### config.mk
export PLATFORM = sky130hd
export DESIGN_NAME = mma_mac
export DESIGN_NICKNAME = d
export VERILOG_FILES = /design/src/sv/mma_pkg.sv /design/src/sv/mma_mac.sv
export SDC_FILE = /design/constraint.sdc
export NUM_CORES = 1
export LEC_CHECK = 0
export BUFFER_PORTS_ARGS = -buffer_cell sky130_fd_sc_hd__buf_2
export CORE_ASPECT_RATIO = 1.75
export CORE_UTILIZATION = 57
export CTS_BUF_LIST = sky130_fd_sc_hd__clkbuf_4 sky130_fd_sc_hd__clkbuf_8 sky130_fd_sc_hd__clkbuf_16
export DETAILED_ROUTE_END_ITERATION = 16
export PLACE_DENSITY = 0.88
export SLEW_MARGIN = 20
export SYNTH_ARGS = -nofsm -noshare
export SYNTH_HDL_FRONTEND = slang
export SYNTH_SLANG_ARGS = --single-unit
### constraint.sdc
create_clock -name i_clk -period 6 [get_ports i_clk]
set_input_delay 0.3 -clock i_clk [delete_from_list [all_inputs] [get_ports i_clk]]
set_output_delay 0.3 -clock i_clk [all_outputs]
set_load 0.01 [all_outputs]
### src/sv/mma_pkg.sv
package mma_pkg;

    localparam int MAX_DIM    = 16;
    localparam int ELEM_WIDTH = 16;
    localparam int C_WIDTH    = 48;
    localparam int C_FRAC     = 16;

    localparam int CFG_W     = 5;
    localparam int CFG_IDX_W = 2;
    localparam int KIND_W    = 3;
    localparam int POS_W     = 4;

    localparam int IDX_W  = $clog2(MAX_DIM);
    localparam int DIM_W  = $clog2(MAX_DIM + 1);
    localparam int CELLS  = MAX_DIM * MAX_DIM;
    localparam int ADDR_W = $clog2(CELLS);

    localparam logic [KIND_W-1:0] REQ_WR_A = KIND_W'(0);
    localparam logic [KIND_W-1:0] REQ_WR_B = KIND_W'(1);
    localparam logic [KIND_W-1:0] REQ_WR_C = KIND_W'(2);
    localparam logic [KIND_W-1:0] REQ_RUN  = KIND_W'(3);
    localparam logic [KIND_W-1:0] REQ_READ = KIND_W'(4);

    localparam logic [CFG_IDX_W-1:0] CFG_DIM_M = CFG_IDX_W'(0);
    localparam logic [CFG_IDX_W-1:0] CFG_DIM_N = CFG_IDX_W'(1);
    localparam logic [CFG_IDX_W-1:0] CFG_DIM_K = CFG_IDX_W'(2);

    localparam logic [CFG_W-1:0] DIM_RESET = CFG_W'(16);

    typedef enum logic [2:0] {
        ST_IDLE,
        ST_RD,
        ST_MUL,
        ST_ACC,
        ST_READ
    } t_state;

    typedef struct packed {
        logic                  wr_a;
        logic                  wr_b;
        logic [ADDR_W-1:0]     addr;
        logic [ELEM_WIDTH-1:0] data;
    } t_ab_wr;

    typedef struct packed {
        logic [C_WIDTH-1:0] value;
        logic               mark;
    } t_c_entry;

    typedef struct packed {
        logic              en;
        logic [ADDR_W-1:0] addr;
        t_c_entry          entry;
    } t_c_wr;

    function automatic logic [ADDR_W-1:0] cell_addr(input int unsigned row,
                                                     input int unsigned col);
        return ADDR_W'(row * MAX_DIM + col);
    endfunction

endpackage

### src/sv/mma_mac.sv
module mma_mac import mma_pkg::*; (
    input  logic                  i_clk,
    input  logic                  i_prod_en,
    input  logic [ELEM_WIDTH-1:0] i_a,
    input  logic [ELEM_WIDTH-1:0] i_b,
    input  t_c_entry              i_c,
    output t_c_entry              o_sum,
    output logic                  o_sat
);

    localparam int SHR = (ELEM_WIDTH > C_FRAC) ? ELEM_WIDTH - C_FRAC : 0;
    localparam int SHL = (ELEM_WIDTH < C_FRAC) ? C_FRAC - ELEM_WIDTH : 0;

    logic signed [2*ELEM_WIDTH-1:0] r_prod;
    logic signed [63:0]             prod_ext;
    logic signed [63:0]             prod_al;
    logic        [C_WIDTH:0]        sum;

    always_ff @(posedge i_clk) begin
        if (i_prod_en) begin
            r_prod <= $signed(i_a) * $signed(i_b);
        end
    end

    always_comb begin
        prod_ext = 64'(r_prod);
        // bring the product to 16 fractional bits; arithmetic shift floors
        prod_al  = (prod_ext <<< SHL) >>> SHR;
        sum      = {i_c.value[C_WIDTH-1], i_c.value} + (C_WIDTH + 1)'(prod_al);
        o_sat    = sum[C_WIDTH] != sum[C_WIDTH-1];
        if (o_sat) begin
            o_sum.value = sum[C_WIDTH] ? {1'b1, {(C_WIDTH-1){1'b0}}}
                                       : {1'b0, {(C_WIDTH-1){1'b1}}};
        end else begin
            o_sum.value = sum[C_WIDTH-1:0];
        end
        o_sum.mark = i_c.mark | o_sat;
    end

endmodule

Word-level counts from Yosys, hierarchy flattened
Index checks and enable logic that the tools add are counted.
{"block": "word_totals", "elab_cells": 7, "output_inout_bits": 50, "in_bits": 83, "regBits": 32}
{"block": "op_classes", "bitwise": 1, "eq_ne": 1, "addsub": 1, "mul": 1, "n_mux": 2}
{"cell": "$mux W48", "count": 2}
{"cell": "$add A48 B32 Y49", "count": 1}
{"cell": "$mul A16 B16 Y32", "count": 1}
{"cell": "$ne A1 B1 Y1", "count": 1}
{"cell": "$or A1 B1 Y1", "count": 1}

Logic depth before layout (Yosys ltp)
Gate-level depths: netlist (run 1).
{"block": "depth", "depth_word": 3, "depth_mapped": 24, "mapped_depth_nobuf": 23}

Least setup slack after synthesis (run 1)
Ideal clock, no wire load.
{"block": "synth_timing", "path_kind": "input-to-reg", "startpoint": "in i_a[10]", "endpoint": "reg r_prod[28] (data pin)", "t_arrival_ns": 5.834, "setup_ns": 0.261, "cell_stages": 18, "required_ns": 5.739, "n_path_buf": 1, "slack_ns": -0.096, "cell_sequence": "clkbuf_1 -> nand2_1 -> fa_1 -> fa_1 -> fa_1 -> fa_1 -> inv_1 -> fa_1 -> fa_1 -> ha_1 -> a21o_1 -> a21oi_1 -> o221ai_1 -> a221oi_1 -> o21ai_1 -> a311oi_2 -> nor4bb_1 -> a311o_1"}
{"block": "synth_between", "elab_chain_cells": 1}
{"element": "start, declared", "line": "mma_mac.sv:4", "rtl": "input logic [ELEM_WIDTH-1:0] i_a,"}
{"element": "$mul A16 B16 Y32", "line": "mma_mac.sv:21", "rtl": "r_prod <= $signed(i_a) * $signed(i_b);"}
{"element": "end signal, assigned", "line": "mma_mac.sv:21"}
{"element": "end, declared", "line": "mma_mac.sv:14", "rtl": "logic signed [2*ELEM_WIDTH-1:0] r_prod;"}
No other way between the ends.
A chain may end at the register's enable or synchronous reset.

Worst setup path after layout (run 1)
{"block": "layout_timing", "startpoint": "in i_b[4]", "endpoint": "reg r_prod[31] (data pin)"}
{"block": "layout_between", "elab_chain_cells": 1}
{"element": "start, declared", "line": "mma_mac.sv:5", "rtl": "input logic [ELEM_WIDTH-1:0] i_b,"}
{"element": "$mul A16 B16 Y32", "line": "mma_mac.sv:21"}
No other way between the ends.

==> qor.txt, run 1 <==
Final Critical Period: 5.95 ns
P&R area growth vs syn: 10.8%
WL/cell: 18.9 um
syn nets: 2065
Hold Violations, Final: 0
Max-slew headroom: 32.1%
Post-synth top flop: edfxtp_1
# setup viols final: 0
Max Root-Sink Buffers: 2
Placed Cells: 2023
Residual DRC: 0
Fill cells: 1900
Critical Path End Type: flip-flop
IO Port Bufs: 132
fin nets: 2199
worst setup path category: input pin to flip-flop
Reg with most FFs: r_prod
Starting Density: 58.0%
maximum fanout along the worst path: 10
GR Overflow Total: 0
# H-tree levels: 2
GP Congestion: 1.02
Setup TNS: 0 ns
Rows: 75
status: finished clean
Post-synth ARST share: 0%
Die X: 120 um
DPL Wire Length: 32.0 mm
WP data arrival: 5.96 ns
Pre-Repair DR Iteration Count: 5
CTS Buf Count: 5
mapped cell area: 13900 um2
via count: 11813
Mapped Cells: 1589
YS warnings: 0
FF+latch count, synth: 32
All-Layer GR Usage: 32.3%
WP data required: 6.02 ns
Reg clk slew, reported paths: 0.05 ns
number of vias per cell: 5.81
CTS Root Cell: clkbuf_16
critical path startpoint category: input pin
Synth cell types: 69
most frequent cells in the layout: inv_1 (301), fa_1 (249), nand2_1 (165)
CTS tree: yes
vias in the first global route: 13049
largest net degree at the start of global routing: 48
max-cap violation count: 0
core area: 24000 um2
die height: 209 um
final wirelength: 38.4 mm
fraction of layout cells with a size suffix above 1: 14.5%
Regs by FF count: r_prod (32)
final std cells w/o fill: 2032
Min Hold Slack: 0.554 ns
initial antenna violation count: 1
post-route ant nets: 0
Slew Limit Fails: 0
starting DRC count in detailed routing: 688
Final Util: 64.3%
Final period util: 99.1%
most common cell after layout, fill and taps aside: inv_1
sequential area share after synthesis: 6.90%
Max Freq: 0.168 GHz
syn avg cell area: 8.77 um2
Worst Hold Class: input pin to flip-flop
worst slew pin tran: 1.02 ns
first-pass GRT wire length: 62.4 mm
number of flip-flops under the largest register name: 32
CTS sink count: 32
Die ar.: 25100 um2
Post-synth EDFFs: 32
cts hold-fix bufs: 0
I/O pins: 133
==> worst max-delay path, stage by stage <==
cell and delay (ns):
buf_2 0.16, and2_1 0.20, fa_1 0.54, inv_1 0.05
fa_1 0.46, fa_1 0.53, inv_1 0.06, fa_1 0.48
fa_1 0.52, inv_1 0.06, fa_1 0.49, inv_1 0.06
ha_1 0.34, a21o_1 0.19, a21o_1 0.18, a21oi_1 0.20
o21ai_0 0.24, a31oi_2 0.30, o211ai_1 0.12, a31o_2 0.24
a21oi_1 0.16, xnor2_1 0.08
==> logic make-up (layout without fill, tap and decap cells) <==
kind of cell	after synthesis	count (layout)	share of synthesized area, %
adders and majority gates	394	394	49.5
AOI/OAI and AO/OA	274	274	12.5
and+or+nand+nor	440	440	15.9
DFF	32	32	6.90
xor gates and xnor gates	78	78	4.90
muxes	2	2	0.153
other	0	1	0
buffers and inverters	369	503	10.1
==> through the flow <==
step	setup slack, ns	area, um2
global placement	-0.0173	15200
CTS	0.0779	15300
floorplan	0.0236	13900
detailed placement	-0.201	15200
global route	-0.148	15400
finish	0.0544	15400
==> layer usage <==
layer	wire [um]	global-route usage, %	vias up
met4	3980	27.7	0
li1	-	-	5301
met1	12200	30.9	5719
met3	2380	6.99	254
met5	0	0	-
met2	19800	57.6	539
==> synth_stat cells (all sizes together), types with 2 or more instances <==
cell type  instances  share of area (%)
a211oi             5               0.27
a21o              43                2.3
a21oi             91                3.4
a311o              2               0.14
a311oi             2               0.17
a31o               2               0.13
a31oi              9               0.40
a32oi              2               0.18
and2             129                5.8
and3               2              0.090
and4b              2               0.14
buf                9               0.42
clkbuf            58                1.6
edfxtp            32                6.9
fa               263                 38
ha               130                 12
inv              302                8.1
nand2            167                4.5
nand2b            13               0.58
nand3             16               0.57
nand3b             3               0.16
nand4             23                1.0
nor2              53                1.5
nor2b             10               0.45
nor3               9               0.36
o2111ai            2               0.13
o211ai             5               0.27
o21a              13               0.75
o21ai             68                2.4
o21bai            12               0.65
o31ai              8               0.57
or2                4               0.18
or3                3               0.17
xnor2             50                3.1
xor2              28                1.8
==> timing repair <==
item	in CTS	in global routing
endpoints found under the setup margin	0	7
setup buffers	0	1
gates resized for setup	0	34
==> layout make-up <==
class	instances	area (um2)	area share (%)
Inverter	302	1130	7.34
Multi-Input combinational cell	1188	11700	75.5
Tap cell	308	385	2.50
Timing Repair Buffer	194	1160	7.54
Antenna cell	1	2.50	0.0162
Clock inverter	2	12.5	0.0810
Sequential cell	32	961	6.22
Clock buffer	5	125	0.810
==> final timing paths <==
path                   start          to  slack, ns  cells past startpoint
worst min-delay path  i_b[0]   r_prod[0]       0.55                      2
worst max-delay path  i_b[4]  r_prod[31]       0.05                     22
Power of run 1 is not shown: default switching activity piles up to over one toggle a cycle in this logic, so the estimate is an artifact.
==> inputs of run 2 (changes only) <==
- CAP_MARGIN: not set -> 25
- CORE_UTILIZATION: 57 -> 45
- PLACE_DENSITY: 0.88 -> 0.74
- SKIP_LAST_GASP: not set -> 1
==> run 2 against run 1 <==
  * First-iteration DRC count is 32% lower
  * Clock-buffer cell count stayed put
  * Routed wire length is 7.7% lower
  * Maximum frequency is 2.6% higher
  * Via count is 3.0% lower
==> qor.txt, run 2 (synthesis gave the netlist of run 1 again) <==
Worst Hold Class: input pin to flip-flop
I/O pins: 133
CTS tree: yes
Critical Path End Type: flip-flop
register area: 961 um2
Die X: 135 um
fin nets: 2208
status: finished clean
via count: 11458
Residual DRC: 0
# diodes: 0
placed cell areas: 15400 um2
core area: 30300 um2
GR Overflow Total: 0
RSZ-0062 raised after global routing: yes
fin area: 15600 um2
fraction of layout cells with a size suffix above 1: 14.1%
max-cap violation count: 0
Hold Violations, Final: 0
Final period util: 96.6%
P&R area growth vs syn: 11.8%
final std cells w/o fill: 2120
# H-tree levels: 2
Max-slew headroom: 33.1%
Setup TNS: 0 ns
number of flip-flops under the largest register name: 32
WL/cell: 16.7 um
starting DRC count in detailed routing: 465
CTS Root Cell: clkbuf_16
Most common cell on crit path: fa_1
initial antenna violation count: 0
hold_sp: i_b[0]
maximum fanout along the worst path: 8
cts hold-fix bufs: 0
All-Layer GR Usage: 23.7%
CTS sink count: 32
Critical Path Start: i_a[9]
vias in the first global route: 12478
CTS Buf Count: 5
Final Critical Period: 5.80 ns
CP max stage cell: fa_1
Pre-Repair DR Iteration Count: 6
WP data arrival: 5.82 ns
largest net degree at the start of global routing: 48
Regs by FF count: r_prod (32)
final wirelength: 35.4 mm
Die ar.: 31700 um2
worst setup path category: input pin to flip-flop
Max Freq: 0.173 GHz
Final Util: 51.5%
most common cell after layout, fill and taps aside: inv_1
most frequent cells in the layout: inv_1 (302), fa_1 (259), nand2_1 (165), ha_1 (130), and2_1 (129)
GP Congestion: 0.947
WP data required: 6.02 ns
Rows: 84
Starting Density: 46.0%
DPL Wire Length: 31.0 mm
Slew Limit Fails: 0
CP delay by family, top: adder cells
Placed Cells: 2111
# setup viols final: 0
die height: 235 um
Max Root-Sink Buffers: 2
area of the multi-input gates: 11600 um2
critical path startpoint category: input pin
Reg clk slew, reported paths: 0.05 ns
first-pass GRT wire length: 59.0 mm
IO Port Bufs: 132
number of vias per cell: 5.40
CP max stage delay: 0.56 ns
worst slew pin tran: 1.00 ns
Fill cells: 2821
Reg with most FFs: r_prod
post-route ant nets: 0
CP cell instances: buf_2 -> buf_4 -> nand2_1 -> fa_1 -> inv_1 -> fa_1 -> fa_1 -> fa_1 -> fa_1 -> fa_1 -> ha_1 -> a21o_1 -> a21o_1 -> a21o_1 -> a21o_1 -> a21oi_2 -> o21ai_2 -> a311oi_2 -> nor4bb_1 -> a311o_1
Buffers & Inverters on Critical Path: 3
==> run 2: cell count changes in the layout (fill, tap and decap cells not counted), moves of 2 or more <==
cell      change
clkbuf_4      +2
fa_2         -10
buf_12        +2
buf_2         -2
buf_6         -2
buf_4        +10
fa_1         +10
==> run 2: metrics by stage <==
stage | hold slack (ns) | setup WS [ns]
2_1_floorplan | 0.412 | 0.0236
3_3_place_gp | 0.850 | -0.0386
3_5_place_dp | 0.848 | -0.103
4_1_cts | 0.561 | 0.195
5_1_grt | 0.588 | -0.0184
6_report | 0.569 | 0.204
==> run 2: what timing repair did <==
item / 4_1_cts / 5_1_grt
setup buffers: 0 / 1
resized for setup: 0 / 18
setup endpoints to repair: 0 / 6
==> run 2: path summary, 6_finish.rpt <==
check	endpoint	depth (start not counted)	slack (ns)
max	r_prod[28]	20	0.20
min	r_prod[0]	2	0.57
==> run 2: area by class of cell <==
class	count	share of cell area, %
clock inverter	3	0.120
tap	387	3.11
sequential	32	6.17
timing repair buffer	203	8.01
clock buffer	5	0.803
multi-input combinational	1188	74.5
inverter	302	7.28
==> run 2: per-layer routing <==
metal	routed length, um	track usage [%]	vias to the layer above	part of all wire (%)
met5	0	0	-	0
met2	19600	46.0	351	55
li1	-	-	5322	-
met4	2600	16.1	0	7.3
met1	12100	23.2	5645	34
met3	1190	1.68	140	3.4
Power of run 2 is left out for the same reason.
==> inputs of run 3 (changes only) <==
- ABC_AREA: not set -> 1
- CTS_CLUSTER_SIZE: not set -> 16
- PLACE_DENSITY: 0.74 -> 0.71
- clock period: 6 -> 5.4 ns (I/O delays scaled with it)
==> run 3 against run 2 <==
  * Cell area rose by 15%
  * Final cell count grew 36%
  * Setup slack worse by 0.037 ns
  * Clock-buffer cell count did not move
  * Via count grew 27%
  * Die area increased by 11%
  * Routed wire length is 41% higher
  * Non-clock buffer count grew 78
  * Utilization up 1.6 points
  * Synthesized cell count increased by 39%
  * Critical endpoint is now r_prod[20]
==> qor.txt, run 3 <==
FF+latch count, synth: 32
Regs by FF count: r_prod (32)
Max-slew headroom: 34.8%
Final Critical Period: 5.23 ns
Max Freq: 0.191 GHz
Residual DRC: 0
Post-synth ARST share: 0%
top post-synthesis cells by count: nand2_1 (629), inv_1 (571), fa_1 (263)
max-cap violation count: 0
Mapped Cells: 2214
RSZ-0062 raised after global routing: yes
P&R area growth vs syn: 15.7%
final wirelength: 49.8 mm
maximum fanout along the worst path: 9
Hold Violations, Final: 0
# H-tree levels: 2
Max Root-Sink Buffers: 2
Post-synth top flop: edfxtp_1
mapped cell area: 15500 um2
core area: 33900 um2
WL met1: 16.0 mm
fin nets: 2909
IO Port Bufs: 132
Min Hold Slack: 0.600 ns
syn nets: 2690
I/O pins: 133
CTS Root Cell: clkbuf_16
WP data required: 5.43 ns
WP data arrival: 5.27 ns
WL/cell: 17.2 um
most frequent cells in the layout: nand2_1 (626), inv_1 (569), fa_1 (257), buf_4 (149), nor2_1 (133)
via count: 14586
number of flip-flops under the largest register name: 32
DPL Wire Length: 44.8 mm
most common cell after layout, fill and taps aside: nand2_1
Synth cell types: 37
GP Congestion: 1.06
largest net degree at the start of global routing: 50
CTS sink count: 32
post-synth top area share: 33.9%
syn avg cell area: 7.01 um2
vias in the first global route: 15641
Final Util: 53.1%
top-count cell post-synth: nand2_1
worst slew pin tran: 0.968 ns
worst setup path category: input pin to flip-flop
fraction of layout cells with a size suffix above 1: 14.9%
die height: 248 um
# diodes: 0
All-Layer GR Usage: 29.4%
Die ar.: 35300 um2
worst slack, placed: -0.309 ns
Fill cells: 3375
Rows: 89
Pre-Repair DR Iteration Count: 7
initial antenna violation count: 0
Reg with most FFs: r_prod
GR Overflow Total: 0
Slew Limit Fails: 0
Critical Path End Type: flip-flop
met2 wire len: 27.8 mm
YS warnings: 0
met3 WL: 1.75 mm
Reg clk slew, reported paths: 0.05 ns
Die X: 142 um
area of the multi-input gates: 12200 um2
post-synth top area cell: fa_1
sequential area share after synthesis: 6.19%
register area: 961 um2
# setup viols final: 0
max layer used: met4
Final period util: 96.9%
CTS Buf Count: 5
Worst Hold Class: input pin to flip-flop
critical path startpoint category: input pin
Post-synth EDFFs: 32
starting DRC count in detailed routing: 514
status: finished clean
post-route ant nets: 0
setup ws final: 0.167 ns
top post-synthesis cells by area: fa_1 (34%), nand2_1 (15%), inv_1 (14%)
first-pass GRT wire length: 78.2 mm
number of vias per cell: 5.05
Starting Density: 45.9%
CTS tree: yes
==> run 3: cell types whose count changed after synthesis, sizes merged, moves of 14 or more <==
cell / previous run / this run
xnor2: 50 / 36
and2: 129 / 1
nor2: 53 / 143
a21o: 43 / 3
nand2: 167 / 644
nand3: 16 / 52
inv: 302 / 581
==> run 3: what timing repair did <==
item                                   4_1_cts  5_1_grt
buffers inserted                             0        3
hold buffers                                 0        0
pin swaps                                    0        9
setup endpoints to repair                    1       11
cloned                                       0        0
endpoints found under the hold margin        0        0
gates resized for setup                      1       58
==> run 3: layout make-up <==
| class | instances | share of cell area, % |
|---|---|---|
| sequential | 32 | 5.35 |
| clock inverter | 3 | 0.0766 |
| multi-input combinational | 1532 | 68.0 |
| inverter | 581 | 12.1 |
| tap | 455 | 3.17 |
| timing repair buffer | 281 | 10.5 |
| clock buffer | 5 | 0.696 |
==> run 3: layer usage <==
metal | track usage [%] | vias up
met1 | 26.2 | 6935
met4 | 21.8 | 0
met3 | 2.20 | 209
met2 | 59.8 | 488
li1 | - | 6954
met5 | 0 | -
==> run 3: logic make-up after synthesis <==
logic type / Yosys count / synth area share [%]
simple gates: 894 / 23.3
buf+inv: 650 / 16.0
fa+ha+maj: 393 / 44.4
compound gates: 178 / 6.37
xor+xnor: 67 / 3.78
flops: 32 / 6.19
==> run 3: path summary, 6_finish.rpt <==
kind	start	endpoint	slack, ns	cells after the start
setup / recovery	i_b[3]	r_prod[20]	0.17	20
hold / removal	i_prod_en	r_prod[6]	0.60	1
==> run 3: stage by stage <==
stage          TNS [ns]  area [um2]  cells
3_3_place_gp      -1.11       17600   2878
4_1_cts               0       17800   2886
2_1_floorplan         0       15500   2214
5_1_grt          -0.160       18000   2889
6_report              0       18000   2889
3_5_place_dp      -2.39       17600   2878
==> run 3: critical path: stages <==
cell,delay (ns)
clkbuf_4,0.19
nand2_1,0.08
inv_1,0.05
fa_2,0.65
buf_4,0.14
fa_1,0.42
fa_1,0.50
fa_1,0.51
fa_1,0.49
inv_1,0.05
fa_1,0.47
inv_1,0.04
ha_1,0.30
nand2_1,0.10
buf_4,0.13
o21ai_0,0.13
a21oi_2,0.26
nand3_2,0.18
buf_4,0.17
xor2_1,0.13
Power of run 3 is left out for the same reason.
